`src/hdl/assert_macros.svh`:
```
// ----------------------------------------------------------------------------
// Assertion macros
// Shared wrappers for the concurrent checks of the frame encoder. They sample
// on clk and are held off while rst is high.
// ----------------------------------------------------------------------------
`ifndef ASSERT_MACROS_SVH
`define ASSERT_MACROS_SVH
`ifndef SYNTH
// Checks that a property holds at every clock edge outside reset.
`define BSFE_ASSERT(lbl, prop, msg) \
  lbl: assert property (@(posedge clk) disable iff (rst) (prop)) else $error(msg);
// Checks that a consequent holds in the same cycle as its antecedent.
`define BSFE_ASSERT_IMPL(lbl, ante, cons, msg) \
  lbl: assert property (@(posedge clk) disable iff (rst) (ante) |-> (cons)) else $error(msg);
`else
`define BSFE_ASSERT(lbl, prop, msg)
`define BSFE_ASSERT_IMPL(lbl, ante, cons, msg)
`endif
`endif

```
`src/hdl/bsfe_pkg.sv`:
```
// ----------------------------------------------------------------------------
// Frame encoder package
// Codes, line marks, the command record passed from front to back, and the
// helpers that decide byte stuffing.
// ----------------------------------------------------------------------------
package bsfe_pkg;

  // Default sizes.
  localparam int MAX_PAYLOAD_DEF = 252;
  localparam int QUEUE_DEPTH_DEF = 2;

  // Function codes of an input transaction.
  localparam logic [1:0] FUNC_START = 2'd0;
  localparam logic [1:0] FUNC_DATA  = 2'd1;
  localparam logic [1:0] FUNC_END   = 2'd2;

  // Line marks and their escape substitutes.
  localparam logic [7:0] MARK_START = 8'hAF;
  localparam logic [7:0] MARK_END   = 8'hEF;
  localparam logic [7:0] MARK_ESC   = 8'hBF;
  localparam logic [7:0] SUB_START  = 8'hA0;
  localparam logic [7:0] SUB_END    = 8'hE0;
  localparam logic [7:0] SUB_ESC    = 8'hB0;

  // A command holds up to three line tokens.
  localparam int NUM_TOK = 3;

  typedef logic [1:0] tok_idx_t;

  // One token: a byte and whether it goes through stuffing.
  typedef struct packed {
    logic [7:0] value;
    logic       stuff;
  } tok_t;

  // Work for the back end, one per input transaction.
  typedef struct packed {
    tok_t [NUM_TOK-1:0] toks;
    tok_idx_t           last_idx;
    logic               line;
    logic               drop;
  } cmd_t;

  // True for a byte that must be escaped inside frame content.
  function automatic logic is_mark(input logic [7:0] b);
    is_mark = (b == MARK_START) || (b == MARK_END) || (b == MARK_ESC);
  endfunction

  // Substitute byte sent after the escape mark.
  function automatic logic [7:0] sub_of(input logic [7:0] b);
    logic [7:0] s;
    s = SUB_ESC;
    unique case (b)
      MARK_START: s = SUB_START;
      MARK_END:   s = SUB_END;
      default:    s = SUB_ESC;
    endcase
    sub_of = s;
  endfunction

endpackage

```
`src/hdl/bsfe_front.sv`:
```
// ----------------------------------------------------------------------------
// Frame encoder front end
// Accepts input transactions, keeps the frame state (open flag, running XOR,
// payload count) and turns each transaction into a command for the back end.
// ----------------------------------------------------------------------------
`include "assert_macros.svh"

module bsfe_front #(
  parameter int MaxPayload = bsfe_pkg::MAX_PAYLOAD_DEF
) (
  input  logic            clk,
  input  logic            rst,
  input  logic            in_valid,
  output logic            in_ready,
  input  logic [1:0]      func,
  input  logic [7:0]      data_byte,
  input  logic [7:0]      frame_id,
  input  logic            seq_bit,
  input  logic            ack_bit,
  input  logic            force_bit,
  input  logic            q_full,
  output logic            push,
  output bsfe_pkg::cmd_t  push_cmd
);
  import bsfe_pkg::*;

  localparam int CntW = $clog2(MaxPayload + 1);
  localparam logic [CntW-1:0] CntMax = CntW'(MaxPayload);

  logic            in_frame;
  logic            in_frame_next;
  logic [7:0]      running_xor;
  logic [7:0]      running_xor_next;
  logic [CntW-1:0] payload_count;
  logic [CntW-1:0] payload_count_next;
  logic [7:0]      hdr;

  // Accept whenever the queue has room.
  assign in_ready = !q_full;
  assign push     = in_valid && in_ready;
  assign hdr      = {5'd0, force_bit, ack_bit, seq_bit};

  // Classify the transaction and work out the next frame state.
  always_comb begin
    push_cmd           = '0;
    in_frame_next      = in_frame;
    running_xor_next   = running_xor;
    payload_count_next = payload_count;
    unique case (func)
      FUNC_START: begin
        push_cmd.toks[0]   = '{value: MARK_START, stuff: 1'b0};
        push_cmd.toks[1]   = '{value: hdr, stuff: 1'b1};
        push_cmd.toks[2]   = '{value: frame_id, stuff: 1'b1};
        push_cmd.last_idx  = tok_idx_t'(2);
        push_cmd.line      = 1'b1;
        in_frame_next      = 1'b1;
        running_xor_next   = hdr ^ frame_id;
        payload_count_next = '0;
      end
      FUNC_DATA: begin
        if (!in_frame || (payload_count >= CntMax)) begin
          push_cmd.drop = 1'b1;
        end else begin
          push_cmd.toks[0]   = '{value: data_byte, stuff: 1'b1};
          push_cmd.line      = 1'b1;
          running_xor_next   = running_xor ^ data_byte;
          payload_count_next = payload_count + 1'b1;
        end
      end
      FUNC_END: begin
        if (in_frame) begin
          push_cmd.toks[0]   = '{value: running_xor, stuff: 1'b1};
          push_cmd.toks[1]   = '{value: MARK_END, stuff: 1'b0};
          push_cmd.last_idx  = tok_idx_t'(1);
          push_cmd.line      = 1'b1;
          in_frame_next      = 1'b0;
          running_xor_next   = '0;
          payload_count_next = '0;
        end
      end
      default: begin
        push_cmd = '0;
      end
    endcase
  end

  // Frame state registers.
  always_ff @(posedge clk) begin
    if (rst) begin
      in_frame      <= 1'b0;
      running_xor   <= '0;
      payload_count <= '0;
    end else if (push) begin
      in_frame      <= in_frame_next;
      running_xor   <= running_xor_next;
      payload_count <= payload_count_next;
    end
  end

  // A closed frame leaves no checksum or count behind.
  `BSFE_ASSERT_IMPL(a_closed_clean, !in_frame, (running_xor == 8'd0) && (payload_count == '0), "closed frame holds stale state")
  // The payload count never passes the limit.
  `BSFE_ASSERT(a_count_limit, payload_count <= CntMax, "payload count beyond limit")
  // A command without line bytes is a single result.
  `BSFE_ASSERT_IMPL(a_null_single, push && !push_cmd.line, push_cmd.last_idx == tok_idx_t'(0), "null command spans several results")

endmodule

```
`src/hdl/bsfe_queue.sv`:
```
// ----------------------------------------------------------------------------
// Frame encoder command queue
// Short first-in first-out store of commands between the front and back ends.
// ----------------------------------------------------------------------------
module bsfe_queue #(
  parameter int Depth = bsfe_pkg::QUEUE_DEPTH_DEF
) (
  input  logic           clk,
  input  logic           rst,
  input  logic           push,
  input  bsfe_pkg::cmd_t push_cmd,
  output logic           full,
  input  logic           pop,
  output logic           head_valid,
  output bsfe_pkg::cmd_t head
);
  import bsfe_pkg::*;

  localparam int PtrW = (Depth > 1) ? $clog2(Depth) : 1;
  localparam int CntW = $clog2(Depth + 1);
  localparam logic [PtrW-1:0] PtrLast = PtrW'(Depth - 1);
  localparam logic [CntW-1:0] CntFull = CntW'(Depth);

  cmd_t            entries [Depth];
  logic [PtrW-1:0] wr_ptr;
  logic [PtrW-1:0] rd_ptr;
  logic [CntW-1:0] count;

  assign full       = (count == CntFull);
  assign head_valid = (count != '0);
  assign head       = entries[rd_ptr];

  // Pointers and fill count.
  always_ff @(posedge clk) begin
    if (rst) begin
      wr_ptr <= '0;
      rd_ptr <= '0;
      count  <= '0;
    end else begin
      if (push) begin
        wr_ptr <= (wr_ptr == PtrLast) ? '0 : wr_ptr + 1'b1;
      end
      if (pop) begin
        rd_ptr <= (rd_ptr == PtrLast) ? '0 : rd_ptr + 1'b1;
      end
      if (push && !pop) begin
        count <= count + 1'b1;
      end else if (pop && !push) begin
        count <= count - 1'b1;
      end
    end
  end

  // Entry storage.
  always_ff @(posedge clk) begin
    if (push) begin
      entries[wr_ptr] <= push_cmd;
    end
  end

endmodule

```
`src/hdl/bsfe_back.sv`:
```
// ----------------------------------------------------------------------------
// Frame encoder back end
// Walks the tokens of the head command, inserts escape pairs, and holds each
// result in an output register until it is taken.
// ----------------------------------------------------------------------------
`include "assert_macros.svh"

module bsfe_back (
  input  logic           clk,
  input  logic           rst,
  input  logic           head_valid,
  input  bsfe_pkg::cmd_t head,
  output logic           pop,
  output logic           res_valid,
  input  logic           res_ready,
  output logic [7:0]     tx_out,
  output logic           out_valid,
  output logic           run_last,
  output logic           dropped
);
  import bsfe_pkg::*;

  tok_idx_t   idx;
  logic       phase;
  tok_t       cur_tok;
  logic       esc_now;
  logic       last_now;
  logic       advance;
  logic [7:0] emit_byte;

  // Current token and what it puts on the line this step.
  assign cur_tok   = head.toks[idx];
  assign esc_now   = cur_tok.stuff && is_mark(cur_tok.value);
  assign last_now  = (idx == head.last_idx) && (!esc_now || phase);
  assign advance   = head_valid && (!res_valid || res_ready);
  assign pop       = advance && last_now;

  always_comb begin
    if (!head.line) begin
      emit_byte = 8'd0;
    end else if (phase) begin
      emit_byte = sub_of(cur_tok.value);
    end else if (esc_now) begin
      emit_byte = MARK_ESC;
    end else begin
      emit_byte = cur_tok.value;
    end
  end

  // Token sequencer.
  always_ff @(posedge clk) begin
    if (rst) begin
      idx   <= '0;
      phase <= 1'b0;
    end else if (advance) begin
      if (esc_now && !phase) begin
        phase <= 1'b1;
      end else begin
        phase <= 1'b0;
        idx   <= last_now ? '0 : idx + 1'b1;
      end
    end
  end

  // Output register.
  always_ff @(posedge clk) begin
    if (rst) begin
      res_valid <= 1'b0;
    end else if (advance) begin
      res_valid <= 1'b1;
    end else if (res_ready) begin
      res_valid <= 1'b0;
    end
  end

  always_ff @(posedge clk) begin
    if (advance) begin
      tx_out    <= emit_byte;
      out_valid <= head.line;
      run_last  <= last_now;
      dropped   <= head.drop;
    end
  end

  // The second half of an escape pair belongs to a token that needs one.
  `BSFE_ASSERT_IMPL(a_phase_esc, phase, head_valid && esc_now, "substitute step on a plain token")
  // The token index stays within the head command.
  `BSFE_ASSERT_IMPL(a_idx_range, head_valid, idx <= head.last_idx, "token index past last token")
  // An empty queue leaves the sequencer at its start.
  `BSFE_ASSERT_IMPL(a_idle_start, !head_valid, (idx == '0) && !phase, "sequencer busy with no command")
  // A result without a line byte is the only one of its transaction.
  `BSFE_ASSERT_IMPL(a_null_result, res_valid && !out_valid, run_last && (tx_out == 8'd0), "null result malformed")

endmodule

```
`src/hdl/byte_stuffing_frame_encoder_unit.sv`:
```
// ----------------------------------------------------------------------------
// Byte stuffing frame encoder
// Builds transmit frames with start and end marks, escaped content and an XOR
// checksum, from start, payload and end transactions.
// ----------------------------------------------------------------------------
//   channel  handshake             payload
//   input    in_valid / in_ready   func, data_byte, frame_id, seq/ack/force_bit
//   result   res_valid / res_ready tx_out, out_valid, run_last, dropped
//
// An input transaction yields one to four results, one per cycle from the
// back end's token sequencer while the output register is not stalled; the
// output byte stream sets the rate at which input transactions are taken.
// The front end takes a transaction in any cycle the command queue has room.
// Results sit in an output register; a stall there stops the back end, and
// the input as well once the command queue is full.
// Synchronous reset clears the frame state, the queue and the output valid.
// ----------------------------------------------------------------------------
module byte_stuffing_frame_encoder_unit #(
  parameter int MaxPayload = bsfe_pkg::MAX_PAYLOAD_DEF,
  parameter int QueueDepth = bsfe_pkg::QUEUE_DEPTH_DEF
) (
  input  logic       clk,
  input  logic       rst,
  input  logic       in_valid,
  output logic       in_ready,
  input  logic [1:0] func,
  input  logic [7:0] data_byte,
  input  logic [7:0] frame_id,
  input  logic       seq_bit,
  input  logic       ack_bit,
  input  logic       force_bit,
  output logic       res_valid,
  input  logic       res_ready,
  output logic [7:0] tx_out,
  output logic       out_valid,
  output logic       run_last,
  output logic       dropped
);
  import bsfe_pkg::*;

  logic q_full;
  logic push;
  cmd_t push_cmd;
  logic pop;
  logic head_valid;
  cmd_t head;

  // Front end: frame state and classification.
  bsfe_front #(
    .MaxPayload(MaxPayload)
  ) u_front (
    .clk       (clk),
    .rst       (rst),
    .in_valid  (in_valid),
    .in_ready  (in_ready),
    .func      (func),
    .data_byte (data_byte),
    .frame_id  (frame_id),
    .seq_bit   (seq_bit),
    .ack_bit   (ack_bit),
    .force_bit (force_bit),
    .q_full    (q_full),
    .push      (push),
    .push_cmd  (push_cmd)
  );

  // Command queue between the two ends.
  bsfe_queue #(
    .Depth(QueueDepth)
  ) u_queue (
    .clk        (clk),
    .rst        (rst),
    .push       (push),
    .push_cmd   (push_cmd),
    .full       (q_full),
    .pop        (pop),
    .head_valid (head_valid),
    .head       (head)
  );

  // Back end: stuffing and result output.
  bsfe_back u_back (
    .clk        (clk),
    .rst        (rst),
    .head_valid (head_valid),
    .head       (head),
    .pop        (pop),
    .res_valid  (res_valid),
    .res_ready  (res_ready),
    .tx_out     (tx_out),
    .out_valid  (out_valid),
    .run_last   (run_last),
    .dropped    (dropped)
  );

endmodule
```
`config.mk`:
```
export PLATFORM = sky130hd
export DESIGN_NAME = byte_stuffing_frame_encoder_unit
export DESIGN_NICKNAME = d
export VERILOG_FILES = /design/src/hdl/bsfe_pkg.sv /design/src/hdl/bsfe_front.sv /design/src/hdl/bsfe_queue.sv /design/src/hdl/bsfe_back.sv /design/src/hdl/byte_stuffing_frame_encoder_unit.sv
export VERILOG_INCLUDE_DIRS = /design/src /design/src/hdl
export SDC_FILE = /design/constraint.sdc
export NUM_CORES = 1
export LEC_CHECK = 0
export BUFFER_PORTS_ARGS = -buffer_cell sky130_fd_sc_hd__buf_2
export CAP_MARGIN = 0
export CORE_UTILIZATION = 36
export CTS_BUF_LIST = sky130_fd_sc_hd__clkbuf_4 sky130_fd_sc_hd__clkbuf_8
export CTS_CLUSTER_SIZE = 14
export DETAILED_ROUTE_END_ITERATION = 8
export PLACE_DENSITY_LB_ADDON = 0.08
export SKIP_CTS_REPAIR_TIMING = 1
export SLEW_MARGIN = 20
export SYNTH_ARGS = -nofsm -noshare
export SYNTH_HDL_FRONTEND = slang
export SYNTH_SLANG_ARGS = --single-unit
```
`constraint.sdc`:
```
create_clock -name clk -period 3.8 [get_ports clk]
set_clock_uncertainty 0.15 [all_clocks]
set_input_delay 0.38 -clock clk [delete_from_list [all_inputs] [get_ports clk]]
set_output_delay 0.38 -clock clk [all_outputs]
set_load 0.02 [all_outputs]
```
==> impl_metrics.json, run 1 <==
{
  "root_buffer": "clkbuf_8",
  "drive_gt1_share_pct": 18.06,
  "min_from": "res_ready",
  "p_leak_nw": 1.635,
  "die_w_um": 107.1,
  "fmax_ghz": 0.3251,
  "post-route-period-util_pct": 80.95,
  "first_iter_violations": 85,
  "p_seq_share_pct": 45.4,
  "num_io_pins": 38,
  "synth-edff-count": 59,
  "grt_pass1_vias": 2551,
  "period_needed_ns": 3.076,
  "synth-seq-cells": 85,
  "cts_tree": "yes",
  "final_common_cell": "edfxtp_1",
  "dieArea_um2": 11470,
  "dpl_cell_area_um2": 4267,
  "cts_max_level": 3,
  "tightestPinTransition_ns": 1.020,
  "power.density_nw_per_um2": 641.9,
  "r2r_end": "u_queue.count[1]",
  "power_w": 0.002867,
  "placementRows": 38,
  "initial_utilization_pct": 36.85,
  "pwr-share-clk_pct": 22.5,
  "p_switching_w": 0.0009566,
  "cts_made_buffers": 9,
  "synth_area_um2": 3978,
  "relSlewSlack_pct": 31.95,
  "maxCapViolCount": 0,
  "dp_hpwl_mm": 5.622,
  "status": "complete, no violations",
  "synth.area.top_cells": "edfxtp_1, dfxtp_1, mux2i_1, nor2_1, inv_1",
  "grt.overflow.total": 0,
  "slew_violations": 0,
  "final_cells": 522,
  "io_buffers": 37,
  "fp.coreArea_um2": 10790,
  "num_antenna_cells": 0,
  "internal_power_w": 0.001911,
  "worst_hold_slack_ns": 0.1650,
  "ys_types": 53,
  "setup_viol": 0,
  "cts.clk_slew.worst_paths_ns": 0.08,
  "met2_usage_pct": 23.32,
  "grt_pass1_wl_mm": 13.01,
  "path_class": "flop to flop",
  "yosys.area.top_type_share_pct": 44.54,
  "ys.flop_type": "edfxtp_1",
  "grt_max_degree": 25,
  "grtUsageMet3_pct": 2.188,
  "critPathLaunchType": "flop",
  "route.detailed.wl_per_inst_um": 15.20,
  "antenna_found_initial": 0,
  "syn_area_per_cell_um2": 11.63,
  "drt-pass1-iter-count": 4,
  "tns_ns": 0,
  "comb_power_share_pct": 32.1,
  "vias": 2596,
  "clockBufferDepth": 2,
  "endpoint_kind": "flop",
  "antenna_left": 0,
  "met1_usage_pct": 20.74,
  "wirelength_mm": 7.933,
  "rsz0062_at_grt": "false",
  "area_growth_pct": 12.30,
  "dieHeight_um": 107.1,
  "cp_max_fo": 12,
  "via_per_inst": 4.973,
  "yosysSeqAreaShare_pct": 57.63,
  "syn_inst": 342,
  "stdcell_area_um2": 4467,
  "rr_worst_depth": 10,
  "ir_drop_v": 0.0002307,
  "grt_use_total_pct": 15.09,
  "ys_warn_count": 0,
  "final_hold_viol_count": 0,
  "dp.cells": 506,
  "clk_latency_ns": 0.35,
  "reg2reg_slack_ns": 0.72,
  "min_delay_path_depth": 3,
  "gp_congestion": 0.7657,
  "switching_share_pct": 33.36,
  "most-common-layout-cells": "edfxtp_1, nor2_1, buf_2, dfxtp_1, inv_1",
  "grt_busiest_layer": "met2",
  "synth_fp_nets": 373,
  "async_flop_share_pct": 0,
  "hold_path_end": "u_back.res_valid",
  "arrival_ns": 3.21,
  "nets": 408,
  "cts_sinks": 85,
  "synth_top_area_cell": "edfxtp_1",
  "required_ns": 3.93,
  "hold_class": "primary input to flop",
  "route.detailed.drc": 0
}
## sequential cells by signal (all words and copies together) (netlist names), named ones only
signal / cells
u_queue.wr_ptr: 1
u_front.running_xor: 8
u_back.idx: 2
u_back.phase: 1
u_queue.entries: 48
u_back.run_last: 1
u_back.out_valid: 1
u_queue.count: 2
u_back.tx_out: 8
u_front.in_frame: 1
u_back.dropped: 1
u_front.payload_count: 8
u_queue.rd_ptr: 1
u_back.res_valid: 1
## worst max-delay path by stage
stage               slack, ns                     to  cells past startpoint
finish                   0.72       u_queue.count[1]                     10
global route             0.57       u_queue.count[1]                     10
detailed placement       0.74       u_queue.count[1]                     10
floorplan                1.10  u_queue.entries[0][0]                      4
global placement         0.81       u_queue.count[1]                     10
CTS                      0.71       u_queue.count[1]                     10
## cells by family after synthesis
group                    Yosys count  share of synthesized area [%]
flip-flops                        85                          57.63
buffers and inverters             41                          4.970
AO/OA/AOI/OAI                     74                          13.49
adder cells (fa/ha/maj)            6                          1.887
XOR/XNOR                          13                          2.863
AND/OR/NAND/NOR                   99                          12.33
multiplexers                      24                          6.826
## critical path, stage by stage (launching register included)
cell,delay (ns)
dfxtp_1,0.39
buf_4,0.25
mux4_2,0.53
a22o_1,0.22
o211ai_2,0.09
nor4_4,0.05
buf_4,0.18
or2_2,0.30
ha_1,0.32
or3_1,0.39
a21oi_1,0.15
## cells in the mapped netlist, types with 6 or more instances
cell      number
edfxtp_1      59
o21ai_0       15
inv_1         23
nand2b_1       6
a221oi_1       6
nand2_1        8
dfxtp_1       26
xor2_1         6
o32ai_1        8
a22oi_1       10
clkbuf_1      11
ha_1           6
nor2_1        49
a21oi_1       11
mux2i_1       20
xnor2_1        7
and2_1        11
## layer usage
metal  up-vias  share of wire (%)
met3        10                2.2
met5         -                  0
li1       1320                  -
met1      1234                 52
met4         0                1.8
met2        32                 44
## power by group through the flow
| stage | logic, W | clock network [W] | registers (W) |
|---|---|---|---|
| 2_1_floorplan | 0.000668 | 0 | 0.00139 |
| 3_3_place_gp | 0.000920 | 0 | 0.00132 |
| 4_1_cts | 0.000931 | 0.000666 | 0.00131 |
| 5_1_grt | 0.00102 | 0.000703 | 0.00133 |
| 3_5_place_dp | 0.000928 | 0 | 0.00133 |
| 6_report | 0.000920 | 0.000645 | 0.00130 |
## layout make-up
cell class | instances | area (um2)
multi-input cells | 216 | 1490
clock buffers | 11 | 151.4
inverters | 23 | 86.33
repair buffers | 42 | 222.7
flip-flops and latches | 85 | 2292
well taps | 140 | 175.2
clock inverters | 5 | 48.80
fillers | 1037 | 6326
## through the flow
step,utilization (%),setup slack [ns]
after floorplan,-,1.101
after global placement,39.53,0.8096
after detailed placement,39.53,0.7388
after CTS,41.39,0.7088
after global routing,41.39,0.5668
final,41.39,0.7238
No activity file was read; power rests on OpenSTA's default activity.
==> run 2: changes to the inputs <==
ABC_AREA = 1   (was not set)
clock period = 2.9 ns   (was 3.8 ns; I/O delays follow)
==> run 2 against run 1 <==
Effect of this change: worst hold slack got worse by 0.086 ns; global-route usage up 1.8 points; first-iteration DRC count up 29%; core utilization increased by 0.57 points; fmax increased by 21%; clock-buffer cell count fell by 1; power is 36% higher; register-to-register slack got worse by 0.36 ns; critical path depth rose by 4; combinational power increased by 48%; wire length increased by 8.4%; flip-flop and latch count stayed put.
==> impl_metrics.json, run 2 <==
{
  "comb_power_share_pct": 34.9,
  "grt_pass1_vias": 3028,
  "stdcell_area_um2": 4608,
  "tns_ns": 0,
  "synth.area.top_cells": "edfxtp_1, dfxtp_1, nand2_1, inv_1, nor2_1",
  "cts_sinks": 85,
  "async_flop_share_pct": 0,
  "syn_inst": 444,
  "yosys.area.top_type_share_pct": 43.26,
  "wirelength_mm": 8.600,
  "area_growth_pct": 12.53,
  "status": "complete, no violations",
  "switching_share_pct": 37.26,
  "cts_tree": "yes",
  "cts.clk_slew.worst_paths_ns": 0.09,
  "io_buffers": 37,
  "synth_area_um2": 4095,
  "dp.cells": 615,
  "ys_warn_count": 0,
  "relSlewSlack_pct": 47.73,
  "via_per_inst": 4.727,
  "critPathLaunchType": "flop",
  "nets": 517,
  "final_cells": 631,
  "rsz0062_at_grt": "false",
  "required_ns": 3.00,
  "antenna_left": 0,
  "num_antenna_cells": 0,
  "synth_top_area_cell": "edfxtp_1",
  "ys_types": 40,
  "hold_class": "primary input to flop",
  "setup_viol": 0,
  "synth-seq-cells": 85,
  "post-route-period-util_pct": 87.52,
  "root_buffer": "clkbuf_8",
  "clockBufferDepth": 2,
  "dpl_cell_area_um2": 4414,
  "gp_congestion": 0.8546,
  "path_class": "flop to flop",
  "final_hold_viol_count": 0,
  "largest_reg_flops": 48,
  "drt-pass1-iter-count": 4,
  "drive_gt1_share_pct": 19.35,
  "die_w_um": 108.7,
  "period_needed_ns": 2.538,
  "internal_power_w": 0.002441,
  "grt.overflow.total": 0,
  "synth-edff-count": 59,
  "pwr-share-clk_pct": 21.6,
  "cts_max_level": 3,
  "antenna_found_initial": 0,
  "ys.flop_type": "edfxtp_1",
  "endpoint_kind": "flop",
  "placementRows": 38,
  "p_leak_nw": 1.922,
  "grt_use_total_pct": 16.85,
  "power.density_nw_per_um2": 844.3,
  "vias": 2983,
  "route.detailed.wl_per_inst_um": 13.63,
  "synthXorXnorAreaFrac_pct": 0.8555,
  "cp_max_fo": 28,
  "yosysMostFrequentCell": "nand2_1",
  "fmax_ghz": 0.3940,
  "dp_hpwl_mm": 6.389,
  "synthMuxAreaShare_pct": 0,
  "fp.coreArea_um2": 10980,
  "arrival_ns": 2.64,
  "tightestPinTransition_ns": 0.7811,
  "grt_pass1_wl_mm": 15.01,
  "route.detailed.drc": 0,
  "clk_latency_ns": 0.36,
  "synth_top_family_by_area": "simple AND/OR/NAND/NOR gates",
  "regMostFlops": "u_queue.entries",
  "final_common_cell": "nand2_1",
  "cts_made_buffers": 9,
  "initial_utilization_pct": 37.29,
  "most-common-layout-cells": "nand2_1, edfxtp_1, inv_1, buf_2, nor2_1",
  "num_io_pins": 38,
  "dieArea_um2": 11810,
  "synth_fp_nets": 475,
  "synth-simple-area-share_pct": 21.36,
  "yosysSeqAreaShare_pct": 55.97,
  "p_switching_w": 0.001450,
  "grt_max_degree": 29,
  "p_seq_share_pct": 43.5,
  "synth_fa_ha_area_share_pct": 1.833,
  "slew_violations": 0,
  "ir_drop_v": 0.0003582,
  "utilization_pct": 41.96,
  "dieHeight_um": 108.7,
  "syn_area_per_cell_um2": 9.223,
  "synth_compound_area_share_pct": 11.76,
  "first_iter_violations": 110,
  "maxCapViolCount": 0,
  "synthTopCellsByCount": "nand2_1, edfxtp_1, inv_1"
}
## run 2: cell types whose count changed in the layout (fill, tap and decap cells not counted), sizes merged, moves of 7 or more
cell    previous run  this run
inv               23        61
mux2i             20         0
o32ai             10         0
and2              12         0
xnor2              7         0
nand3              2        22
a31oi              3        11
nand2              8       118
a21oi             11        25
o211ai             1         8
a22oi             10         0
## run 2: through the flow
step / power (W) / hold slack, ns / setup slack [ns]
2_1_floorplan: 0.002755 / 0.2185 / 0.6530
3_3_place_gp: 0.003107 / 0.3068 / 0.4585
3_5_place_dp: 0.003106 / 0.3080 / 0.3978
4_1_cts: 0.003946 / 0.06774 / 0.3733
5_1_grt: 0.004209 / 0.1052 / 0.1016
6_report: 0.003891 / 0.07864 / 0.3619
## run 2: cell type report
cell class	count	area, um2
Clock buffer	10	131.4
Inverter	62	237.7
Sequential cell	85	2292
Tap cell	140	175.2
Clock inverter	6	62.56
Fill cell	1090	6375
Timing Repair Buffer	44	237.7
Multi-Input combinational cell	284	1471
## run 2: cell families after synthesis
| kind of cell | count (synthesis) |
|---|---|
| AO/OA/AOI/OAI | 79 |
| flip-flops | 85 |
| AND/OR/NAND/NOR | 195 |
| buffers and inverters | 75 |
| adder cells (fa/ha/maj) | 6 |
| XOR/XNOR | 4 |
## run 2: per-layer routing
layer / vias up / global-route usage (%) / part of all wire (%)
li1: 1562 / - / -
met1: 1353 / 23.02 / 52
met2: 56 / 26.54 / 43
met3: 12 / 3.288 / 3.2
met4: 0 / 6.081 / 1.6
met5: - / 0 / 0
## run 2: worst paths after layout
kind | startpoint | end | cells past startpoint | slack (ns)
worst max-delay path | flop | u_queue.count[1] | 14 | 0.36
worst min-delay path | res_ready | u_back.res_valid | 4 | 0.08
worst max register to register | flop | u_queue.count[1] | 14 | 0.36
worst min register to register | u_front.payload_count[5] | u_front.payload_count[5] | 1 | 0.33
## run 2: worst max-delay path, stage by stage, from the launching register on
cell and delay [ns]:
dfxtp_1 0.33, buf_4 0.28, nand2_1 0.11, nand2_2 0.10
nand3_2 0.12, nand3_1 0.19, nand2_2 0.09, nor2_4 0.12
nand3_4 0.13, nand3_2 0.10, ha_1 0.25, a21oi_1 0.12
o21ai_0 0.11, o21ai_0 0.16, a21oi_1 0.05
## run 2: power groups by stage
stage / combinational, W / sequential [W] / clock [W]
after floorplan: 0.000948 / 0.00181 / 0
after global placement: 0.00138 / 0.00173 / 0
after detailed placement: 0.00138 / 0.00172 / 0
after CTS: 0.00139 / 0.00170 / 0.000864
after global routing: 0.00157 / 0.00173 / 0.000909
final: 0.00136 / 0.00169 / 0.000839
